## src/rtl/pshm_pkg.sv

```systemverilog
// Shared types, constants and helpers for the power/self-test health monitor.
// No dependencies; all other source files but pshm_res_if import this package.
package pshm_pkg;

    localparam int unsigned CFG_W    = 20;
    localparam int unsigned DELTA_W  = 16;
    localparam int unsigned OUTAGE_W = 32;
    localparam int unsigned IDX_W    = 2;
    localparam int unsigned NUM_WIN  = 5;
    localparam int unsigned WIN_W    = 16;

    // register indexes
    localparam logic [IDX_W-1:0] CFG_IDX_LONG   = 2'd0;
    localparam logic [IDX_W-1:0] CFG_IDX_SHORT  = 2'd1;
    localparam logic [IDX_W-1:0] CFG_IDX_OUTAGE = 2'd2;

    localparam logic [CFG_W-1:0] LONG_TEST_RST   = 20'd40000;
    localparam logic [CFG_W-1:0] SHORT_TEST_RST  = 20'd10000;
    localparam logic [CFG_W-1:0] OUTAGE_FAIL_RST = 20'd10;

    // outage beyond which a recovery test runs long
    localparam logic [OUTAGE_W-1:0] LONG_OUTAGE_MS = 32'd3000;

    // fault light windows, ms since start of a long test, closed ranges
    localparam logic [WIN_W-1:0] WIN_LO [NUM_WIN] = '{16'd0, 16'd13420, 16'd31040,
                                                      16'd31710, 16'd33210};
    localparam logic [WIN_W-1:0] WIN_HI [NUM_WIN] = '{16'd12290, 16'd28670, 16'd31630,
                                                      16'd33130, 16'd35750};

    typedef struct packed {
        logic [DELTA_W-1:0] delta_ms;
        logic               powered;
        logic               fault_injected;
        logic               engage_pressed;
        logic               green_low_press;
        logic               yellow_low_press;
    } t_tick;

    typedef struct packed {
        logic test_done;
        logic fault_light;
        logic monitor_ok;
        logic healthy_out;
        logic supply_fault;
    } t_result;

    typedef struct packed {
        logic [CFG_W-1:0] long_test_ms;
        logic [CFG_W-1:0] short_test_ms;
        logic [CFG_W-1:0] outage_fail_ms;
    } t_cfg;

    typedef struct packed {
        logic [OUTAGE_W-1:0] outage_time;
        logic                supply_fault;
        logic [CFG_W-1:0]    test_timer;
        logic                button_prev;
    } t_state;

    function automatic logic in_light_window(input logic [CFG_W-1:0] elapsed);
        logic hit;
        hit = 1'b0;
        for (int i = 0; i < NUM_WIN; i++) begin
            if (elapsed >= CFG_W'(WIN_LO[i]) && elapsed <= CFG_W'(WIN_HI[i])) begin
                hit = 1'b1;
            end
        end
        return hit;
    endfunction

endpackage

```

## src/rtl/pshm_tick_if.sv

```systemverilog
// Tick input channel: valid/ready handshake plus the tick fields.
// Depends on pshm_pkg for field widths.
interface pshm_tick_if import pshm_pkg::*; ();
    logic               valid;
    logic               ready;
    logic [DELTA_W-1:0] delta_ms;
    logic               powered;
    logic               fault_injected;
    logic               engage_pressed;
    logic               green_low_press;
    logic               yellow_low_press;

    modport source (output valid, delta_ms, powered, fault_injected, engage_pressed,
                    green_low_press, yellow_low_press, input ready);
    modport sink   (input valid, delta_ms, powered, fault_injected, engage_pressed,
                    green_low_press, yellow_low_press, output ready);
endinterface

```

## src/rtl/pshm_res_if.sv

```systemverilog
// Result output channel: valid/ready handshake plus the status flags.
// Depends on nothing beyond the pshm_pkg naming conventions.
interface pshm_res_if;
    logic valid;
    logic ready;
    logic test_done;
    logic fault_light;
    logic monitor_ok;
    logic healthy_out;
    logic supply_fault;

    modport source (output valid, test_done, fault_light, monitor_ok, healthy_out,
                    supply_fault, input ready);
    modport sink   (input valid, test_done, fault_light, monitor_ok, healthy_out,
                    supply_fault, output ready);
endinterface

```

## src/rtl/pshm_cfg_if.sv

```systemverilog
// Configuration write channel: valid/ready, register index and write data.
// Depends on pshm_pkg for index and data widths.
interface pshm_cfg_if import pshm_pkg::*; ();
    logic             valid;
    logic             ready;
    logic [IDX_W-1:0] index;
    logic [CFG_W-1:0] data;

    modport source (output valid, index, data, input ready);
    modport sink   (input valid, index, data, output ready);
endinterface

```

## src/rtl/power_selftest_health_monitor_unit.sv

```systemverilog
// Top level of the power/self-test health monitor: input register, step logic,
// state and result register. Depends on pshm_pkg, the three channel interfaces,
// pshm_cfg_regs and pshm_step.
//
// Usage:
//  - i_tick carries one tick per transfer (elapsed ms, supply, external fault,
//    engage button, green/yellow low pressure). o_res returns exactly one
//    status transfer per tick, in order.
//  - i_cfg writes long_test_ms (index 0), short_test_ms (1), outage_fail_ms (2);
//    other indexes are dropped. Always ready. Write only while idle.
//  - A tick taken from i_tick goes into the input register; once it moves on,
//    its result is registered in the result register and shown on o_res.
//  - Throughput: one tick per cycle while o_res.ready stays high. All per-tick
//    work (32-bit saturating outage add, threshold compare, timer
//    load/countdown, light windows) sits between the input register and the
//    result/state registers, so the state update closes between them.
//  - Stall: the result register holds while o_res.ready is low; the input
//    register still takes one more tick, then i_tick.ready drops until the
//    result is taken.
//  - Reset (synchronous, active low): both registers empty, outage time,
//    supply fault, timer and button history cleared, registers back to
//    40000 / 10000 / 10 ms.
module power_selftest_health_monitor_unit import pshm_pkg::*; (
    input  logic       i_clk,
    input  logic       i_rst_n,
    pshm_tick_if.sink  i_tick,
    pshm_cfg_if.sink   i_cfg,
    pshm_res_if.source o_res
);

    t_cfg    cfg;
    t_state  r_state;
    t_state  n_state;
    t_tick   r_in;
    logic    r_in_vld;
    t_result r_out;
    t_result n_out;
    logic    r_out_vld;
    logic    adv;
    logic    tick_acc;

    pshm_cfg_regs u_cfg (
        .i_clk   (i_clk),
        .i_rst_n (i_rst_n),
        .i_cfg   (i_cfg),
        .o_cfg   (cfg)
    );

    pshm_step u_step (
        .i_cfg    (cfg),
        .i_state  (r_state),
        .i_tick   (r_in),
        .o_state  (n_state),
        .o_result (n_out)
    );

    // the held tick moves on when the result slot is free or being drained
    assign adv          = r_in_vld && (!r_out_vld || o_res.ready);
    assign i_tick.ready = !r_in_vld || adv;
    assign tick_acc     = i_tick.valid && i_tick.ready;

    assign o_res.valid        = r_out_vld;
    assign o_res.test_done    = r_out.test_done;
    assign o_res.fault_light  = r_out.fault_light;
    assign o_res.monitor_ok   = r_out.monitor_ok;
    assign o_res.healthy_out  = r_out.healthy_out;
    assign o_res.supply_fault = r_out.supply_fault;

    always_ff @(posedge i_clk) begin
        if (!i_rst_n) begin
            r_in_vld  <= 1'b0;
            r_out_vld <= 1'b0;
            r_state   <= '0;
        end else begin
            if (tick_acc) begin
                r_in_vld <= 1'b1;
            end else if (adv) begin
                r_in_vld <= 1'b0;
            end
            if (adv) begin
                r_out_vld <= 1'b1;
                r_state   <= n_state;
            end else if (o_res.ready) begin
                r_out_vld <= 1'b0;
            end
        end
    end

    // payload registers, no reset
    always_ff @(posedge i_clk) begin
        if (tick_acc) begin
            r_in.delta_ms         <= i_tick.delta_ms;
            r_in.powered          <= i_tick.powered;
            r_in.fault_injected   <= i_tick.fault_injected;
            r_in.engage_pressed   <= i_tick.engage_pressed;
            r_in.green_low_press  <= i_tick.green_low_press;
            r_in.yellow_low_press <= i_tick.yellow_low_press;
        end
        if (adv) begin
            r_out <= n_out;
        end
    end

    // a held tick that cannot move on is neither lost nor overwritten
    a_in_hold: assert property (@(posedge i_clk) disable iff (!i_rst_n)
        (r_in_vld && !adv) |=> (r_in_vld && $stable(r_in)))
        else $error("input register lost or changed a pending tick");

    // every tick that moves on shows up as a result next cycle
    a_adv_out: assert property (@(posedge i_clk) disable iff (!i_rst_n)
        adv |=> o_res.valid)
        else $error("step did not produce a result");

    // the light is only lit while a test is running
    a_light_run: assert property (@(posedge i_clk) disable iff (!i_rst_n)
        (o_res.valid && o_res.fault_light) |-> !o_res.test_done)
        else $error("fault light lit with test done");

    // a latched supply fault keeps monitoring health low
    a_fault_ok: assert property (@(posedge i_clk) disable iff (!i_rst_n)
        (o_res.valid && o_res.supply_fault) |-> !o_res.monitor_ok)
        else $error("monitor ok with supply fault latched");

endmodule

```

## src/rtl/pshm_cfg_regs.sv

```systemverilog
// Configuration register file: three 20-bit duration/threshold registers.
// Depends on pshm_pkg and pshm_cfg_if.
module pshm_cfg_regs import pshm_pkg::*; (
    input  logic       i_clk,
    input  logic       i_rst_n,
    pshm_cfg_if.sink   i_cfg,
    output t_cfg       o_cfg
);

    t_cfg r_cfg;

    assign i_cfg.ready = 1'b1;
    assign o_cfg       = r_cfg;

    always_ff @(posedge i_clk) begin
        if (!i_rst_n) begin
            r_cfg.long_test_ms   <= LONG_TEST_RST;
            r_cfg.short_test_ms  <= SHORT_TEST_RST;
            r_cfg.outage_fail_ms <= OUTAGE_FAIL_RST;
        end else if (i_cfg.valid) begin
            unique case (i_cfg.index)
                CFG_IDX_LONG:   r_cfg.long_test_ms   <= i_cfg.data;
                CFG_IDX_SHORT:  r_cfg.short_test_ms  <= i_cfg.data;
                CFG_IDX_OUTAGE: r_cfg.outage_fail_ms <= i_cfg.data;
                default: ;  // unused index, write dropped
            endcase
        end
    end

endmodule

```

## src/rtl/pshm_step.sv

```systemverilog
// Per-tick combinational step: power, button, self-test timer, health.
// Depends on pshm_pkg only.
module pshm_step import pshm_pkg::*; (
    input  t_cfg    i_cfg,
    input  t_state  i_state,
    input  t_tick   i_tick,
    output t_state  o_state,
    output t_result o_result
);

    logic [OUTAGE_W:0]   outage_sum;
    logic [OUTAGE_W-1:0] outage_acc;
    logic                fault_set;
    logic                recover;
    logic                both_low;
    logic                btn_edge;
    logic [CFG_W-1:0]    timer_ld;
    logic [CFG_W-1:0]    timer_dec;
    logic [CFG_W:0]      elapsed;
    logic                done;
    logic                light;
    logic                ok;
    logic                fault_nxt;

    always_comb begin
        // power: saturating outage accumulation
        outage_sum = {1'b0, i_state.outage_time} + (OUTAGE_W + 1)'(i_tick.delta_ms);
        if (i_tick.powered) begin
            outage_acc = i_state.outage_time;
        end else if (outage_sum[OUTAGE_W]) begin
            outage_acc = '1;
        end else begin
            outage_acc = outage_sum[OUTAGE_W-1:0];
        end
        fault_set = i_state.supply_fault ||
                    (outage_acc > OUTAGE_W'(i_cfg.outage_fail_ms));
        recover   = i_tick.powered && fault_set;
        fault_nxt = fault_set && !recover;
        both_low  = i_tick.green_low_press && i_tick.yellow_low_press;

        // button edge loads after recovery and wins over it
        btn_edge = i_tick.engage_pressed && !i_state.button_prev && !fault_nxt;
        timer_ld = i_state.test_timer;
        if (recover) begin
            timer_ld = (both_low && outage_acc > LONG_OUTAGE_MS) ?
                       i_cfg.long_test_ms : i_cfg.short_test_ms;
        end
        if (btn_edge) begin
            timer_ld = both_low ? i_cfg.long_test_ms : i_cfg.short_test_ms;
        end

        // countdown, clamped at zero
        timer_dec = (timer_ld > CFG_W'(i_tick.delta_ms)) ?
                    timer_ld - CFG_W'(i_tick.delta_ms) : '0;
        done      = (timer_dec == '0);
        elapsed   = {1'b0, i_cfg.long_test_ms} - {1'b0, timer_dec};
        light     = !done && !elapsed[CFG_W] && in_light_window(elapsed[CFG_W-1:0]);
        ok        = !i_tick.fault_injected && !fault_nxt && done && i_tick.engage_pressed;

        o_state.outage_time  = recover ? '0 : outage_acc;
        o_state.supply_fault = fault_nxt;
        o_state.test_timer   = timer_dec;
        o_state.button_prev  = i_tick.engage_pressed;

        o_result.test_done    = done;
        o_result.fault_light  = light;
        o_result.monitor_ok   = ok;
        o_result.healthy_out  = (done && ok) || (!done && !light);
        o_result.supply_fault = fault_nxt;
    end

endmodule

```

## src/flat_wrapper.sv

```systemverilog
// flat-port wrapper written by rule: the top's interface ports become plain ports
module power_selftest_health_monitor_unit_flat import pshm_pkg::*;
  (i_clk, i_rst_n, i_tick_valid, i_tick_delta_ms, i_tick_powered, i_tick_fault_injected, i_tick_engage_pressed, i_tick_green_low_press, i_tick_yellow_low_press, i_tick_ready, i_cfg_valid, i_cfg_index, i_cfg_data, i_cfg_ready, o_res_valid, o_res_test_done, o_res_fault_light, o_res_monitor_ok, o_res_healthy_out, o_res_supply_fault, o_res_ready);
  pshm_tick_if i_tick_i ();
  pshm_cfg_if i_cfg_i ();
  pshm_res_if o_res_i ();
  input  logic i_clk;
  input  logic i_rst_n;
  input wire logic [$bits(i_tick_i.valid)-1:0] i_tick_valid;
  input wire logic [$bits(i_tick_i.delta_ms)-1:0] i_tick_delta_ms;
  input wire logic [$bits(i_tick_i.powered)-1:0] i_tick_powered;
  input wire logic [$bits(i_tick_i.fault_injected)-1:0] i_tick_fault_injected;
  input wire logic [$bits(i_tick_i.engage_pressed)-1:0] i_tick_engage_pressed;
  input wire logic [$bits(i_tick_i.green_low_press)-1:0] i_tick_green_low_press;
  input wire logic [$bits(i_tick_i.yellow_low_press)-1:0] i_tick_yellow_low_press;
  output wire logic [$bits(i_tick_i.ready)-1:0] i_tick_ready;
  input wire logic [$bits(i_cfg_i.valid)-1:0] i_cfg_valid;
  input wire logic [$bits(i_cfg_i.index)-1:0] i_cfg_index;
  input wire logic [$bits(i_cfg_i.data)-1:0] i_cfg_data;
  output wire logic [$bits(i_cfg_i.ready)-1:0] i_cfg_ready;
  output wire logic [$bits(o_res_i.valid)-1:0] o_res_valid;
  output wire logic [$bits(o_res_i.test_done)-1:0] o_res_test_done;
  output wire logic [$bits(o_res_i.fault_light)-1:0] o_res_fault_light;
  output wire logic [$bits(o_res_i.monitor_ok)-1:0] o_res_monitor_ok;
  output wire logic [$bits(o_res_i.healthy_out)-1:0] o_res_healthy_out;
  output wire logic [$bits(o_res_i.supply_fault)-1:0] o_res_supply_fault;
  input wire logic [$bits(o_res_i.ready)-1:0] o_res_ready;
  assign i_tick_i.valid = i_tick_valid;
  assign i_tick_i.delta_ms = i_tick_delta_ms;
  assign i_tick_i.powered = i_tick_powered;
  assign i_tick_i.fault_injected = i_tick_fault_injected;
  assign i_tick_i.engage_pressed = i_tick_engage_pressed;
  assign i_tick_i.green_low_press = i_tick_green_low_press;
  assign i_tick_i.yellow_low_press = i_tick_yellow_low_press;
  assign i_tick_ready = i_tick_i.ready;
  assign i_cfg_i.valid = i_cfg_valid;
  assign i_cfg_i.index = i_cfg_index;
  assign i_cfg_i.data = i_cfg_data;
  assign i_cfg_ready = i_cfg_i.ready;
  assign o_res_valid = o_res_i.valid;
  assign o_res_test_done = o_res_i.test_done;
  assign o_res_fault_light = o_res_i.fault_light;
  assign o_res_monitor_ok = o_res_i.monitor_ok;
  assign o_res_healthy_out = o_res_i.healthy_out;
  assign o_res_supply_fault = o_res_i.supply_fault;
  assign o_res_i.ready = o_res_ready;
  power_selftest_health_monitor_unit u_core (.i_clk(i_clk), .i_rst_n(i_rst_n), .i_tick(i_tick_i), .i_cfg(i_cfg_i), .o_res(o_res_i));
endmodule
```

## config.mk

```make
export PLATFORM = sky130hd
export DESIGN_NAME = power_selftest_health_monitor_unit_flat
export DESIGN_NICKNAME = d
export VERILOG_FILES = /design/src/rtl/pshm_pkg.sv /design/src/rtl/pshm_tick_if.sv /design/src/rtl/pshm_res_if.sv /design/src/rtl/pshm_cfg_if.sv /design/src/rtl/power_selftest_health_monitor_unit.sv /design/src/rtl/pshm_cfg_regs.sv /design/src/rtl/pshm_step.sv /design/src/flat_wrapper.sv
export SDC_FILE = /design/constraint.sdc
export NUM_CORES = 1
export LEC_CHECK = 0
export ABC_AREA = 0
export BUFFER_PORTS_ARGS = -buffer_cell sky130_fd_sc_hd__buf_2
export CORE_UTILIZATION = 54
export CTS_BUF_LIST = sky130_fd_sc_hd__clkbuf_2
export DETAILED_ROUTE_END_ITERATION = 10
export PLACE_DENSITY_LB_ADDON = 0.25
export SYNTH_ARGS = -nofsm -noshare
export SYNTH_HDL_FRONTEND = slang
export SYNTH_SLANG_ARGS = --single-unit
```

## constraint.sdc

```tcl
create_clock -name i_clk -period 12.7 [get_ports i_clk]
set_input_delay 2.54 -clock i_clk [delete_from_list [all_inputs] [get_ports i_clk]]
set_output_delay 2.54 -clock i_clk [all_outputs]
set_load 0.1 [all_outputs]
```

==> results.ini <==
[sta]
slew_viol_final=0
finalSetupTns_ns=0
transition_time_of_the_tightest_slew_check_pin_ns=1.29
maxSlewHeadroom_pct=13.7
count_of_final_hold_check_violations=0
rsz0062_at_grt=no
maximum_frequency_from_static_timing_analysis_ghz=0.0852
timing.final.crit_share_pct=92.4
timing.final.ws_setup_ns=0.966
clock-skew-final_ns=0.0340
period_needed_ns=11.73
finalSetupViolCount=0

[cells_and_area]
drive_gt1_share_pct=9.31
post-route-util_pct=59.1
syn2layout_area_growth_pct=5.88
final_cell_mix=sky130_fd_sc_hd__nand2_1, sky130_fd_sc_hd__dfxtp_1, sky130_fd_sc_hd__nor2_1, sky130_fd_sc_hd__a21oi_1, sky130_fd_sc_hd__o21ai_0
layout.cells.most_common=sky130_fd_sc_hd__nand2_1
finish.cell_count_without_fillers=1749
design.final.nets=1594

[floorplanning]
initial_utilization_pct=55.8
die_h_um=145
floorplan.core_area_um2=19700
design.die.area_um2=20900
pin_count=56
x_dimension_of_the_die_um=145
cell_row_count=51

[setup_path]
slowest_delay_ns=0.47
cp_num_buf_inv=2
critPathLaunchType=flop
crit_fanout=18
cpMostUsedCell=sky130_fd_sc_hd__o21ai_0
reg2reg_depth=51
worst-r2r-setup-slack_ns=0.97
crit_family=compound AO/OA/AOI/OAI gates
crit_slowest_cell=sky130_fd_sc_hd__edfxtp_1
endpoint_kind=flop
r2r-start=u_core.r_in[5]
reg2reg_to=u_core.o_res.healthy_out
required_ns=13.24
critical_path_class=reg2reg
worst_ep_arrival_time_ns=12.27

[detailed_routing]
viasPerCell=6.17
initialDrtViolationCount=826
drt_pass1_iterations=7
detail-route-antenna-nets=0
route.vias.total=10800
wl_um=33700
drt-wirelength-per-cell_um=19.3
drc=0

[worst_hold_path]
worst_hold_path.num_cells=2
holdCritStartpoint=u_core.u_cfg.o_cfg[12]
min-delay-path-class=reg2reg
hold_path_end=u_core.u_cfg.o_cfg[12]

[power]
ir_worst_vdd_uv=175
power-per-cell-area_nw_per_um2=151
clockPowerShare_pct=14.9
switching_power_w=0.000828
leakage_nw=4.61
p_sw_share_pct=47.2
power.share.sequential_pct=28.7
cell_internal_pwr_w=0.000928
logic_gate_share_of_total_power_pct=56.3

[yosys]
yosysSeqAreaShare_pct=28.2
avgSynthCellArea_um2=7.54
syn_nets=1583
netlist_instances=1459
synth_edf_count=26
yosys.cell_types.count=94
postSynthRegisterBits=142
synth_ff_type=sky130_fd_sc_hd__dfxtp_1
async_flop_share_pct=0
ys.warnings.count=0
netlist_area_um2=11000

[global_route]
grt_pass1_wl_um=53200
global_route.usage.total_pct=33.3
grt_max_degree=80
grt_remaining_overflow=0
grt_pass1_vias=9964
antenna_found_initial=1

[cts]
clk_transition_reported_paths_ns=0.24
cts-htree-levels=4
cts_tree=built
clockBufferDepth=2
cts-buffers-inserted=17
cts_sinks=142
hold_buffers=0
insertion_delay_of_the_later_clocked_pin_in_the_worst_skew_pair_ns=0.75
clockRootBuffer=sky130_fd_sc_hd__clkbuf_2

[flow_run]
max_cap_viol_count=0

[placed_design]
dp_hpwl_um=25000
post-place-cells=1716
port_buffers=54
finalWeightedCongestion=0.979
pre_cts_ws_ns=0.899

[outcome]
run_status=complete, no violations

[cell families after synthesis]
logic type	Yosys count	share of synthesized area [%]
buffers and inverters	140	5.11
XOR/XNOR	36	2.87
multiplexers	24	2.21
other	1	0.0341
adder cells (fa/ha/maj)	76	8.85
AO/OA/AOI/OAI	410	25.4
flip-flops	142	28.2
AND/OR/NAND/NOR	630	27.4
[power by group through the flow]
stage	clock network (W)	logic, W	registers (W)
final	0.000263	0.000989	0.000504
after CTS	0.000265	0.000961	0.000504
after detailed placement	0	0.000954	0.000513
after global placement	0	0.000960	0.000512
after global routing	0.000284	0.00109	0.000507
after floorplan	0	0.000724	0.000516
[metal layers]
layer	wire length [um]	share of wire [%]	track usage, %
met1	14800	44	44.9
met2	15400	46	54.8
met3	2680	8.0	5.23
met4	759	2.3	9.97
met5	0	0	0
[state kept, by name, summed over array words and instances (netlist names)]
name and flops:
u_core.r_in 21, u_core.r_state 54, u_core.o_res.test_done 1, u_core.o_res.valid 1, u_core.r_in_vld 1, u_core.u_cfg.o_cfg 60, u_core.o_res.monitor_ok 1, u_core.o_res.fault_light 1
u_core.o_res.supply_fault 1, u_core.o_res.healthy_out 1
[how the worst max path moves through the flow]
stage                   startpoint                        to  slack, ns  depth (start not counted)
floorplan           u_core.r_in[5]  u_core.o_res.healthy_out       2.08                         53
global placement    u_core.r_in[5]  u_core.o_res.healthy_out       1.18                         51
detailed placement  u_core.r_in[5]  u_core.o_res.healthy_out       0.90                         51
CTS                 u_core.r_in[5]  u_core.o_res.healthy_out       0.88                         51
global route        u_core.r_in[5]  u_core.o_res.healthy_out       0.02                         51
finish              u_core.r_in[5]  u_core.o_res.healthy_out       0.97                         51
[synth_stat cells (17+ instances only)]
| master | n | area [um^2] |
|---|---|---|
| sky130_fd_sc_hd__o21ai_0 | 74 | 370 |
| sky130_fd_sc_hd__inv_1 | 62 | 233 |
| sky130_fd_sc_hd__ha_1 | 73 | 913 |
| sky130_fd_sc_hd__nand2_1 | 291 | 1090 |
| sky130_fd_sc_hd__and2_1 | 31 | 194 |
| sky130_fd_sc_hd__xnor2_1 | 22 | 193 |
| sky130_fd_sc_hd__nor2_1 | 93 | 349 |
| sky130_fd_sc_hd__mux2i_1 | 22 | 220 |
| sky130_fd_sc_hd__nand3_1 | 59 | 295 |
| sky130_fd_sc_hd__a21boi_0 | 71 | 533 |
| sky130_fd_sc_hd__a31oi_1 | 33 | 206 |
| sky130_fd_sc_hd__clkbuf_1 | 58 | 218 |
| sky130_fd_sc_hd__a21oi_1 | 86 | 430 |
| sky130_fd_sc_hd__nor3_1 | 18 | 90.1 |
| sky130_fd_sc_hd__or3_1 | 17 | 106 |
| sky130_fd_sc_hd__dfxtp_1 | 116 | 2320 |
| sky130_fd_sc_hd__edfxtp_1 | 26 | 781 |
| sky130_fd_sc_hd__nand4_1 | 17 | 106 |
| sky130_fd_sc_hd__a211oi_1 | 27 | 203 |
| sky130_fd_sc_hd__nor2b_1 | 18 | 113 |
[worst min-delay path, delay by kind of cell, from the launching register on]
| family | cells | cell delay [ns] |
|---|---|---|
| flops | 1 | 0.36 |
| compound gates | 1 | 0.06 |
| simple gates | 1 | 0.05 |
[through the flow]
step                      total power [W]  hold WS [ns]  cell area (um^2)
after detailed placement          0.00147         0.459             11400
final                             0.00176         0.480             11600
after global routing              0.00188         0.501             11600
after CTS                         0.00173         0.483             11600
after floorplan                   0.00124         0.443             11000
after global placement            0.00147         0.453             11400
[area by class of cell]
type,count,area [um^2]
multi-input combinational,1177,7380
fill,1851,8070
clock inverter,13,116
antenna,1,2.50
inverter,63,236
clock buffer,19,95.1
tap,265,332
sequential,142,3100
timing repair buffer,69,383
[repair_timing]
| action | CTS | global route |
|---|---|---|
| setup buffers | 0 | 0 |
| resized for setup | 0 | 3 |
| setup endpoints to repair | 0 | 2 |
Power figures use the tool's default switching activity.
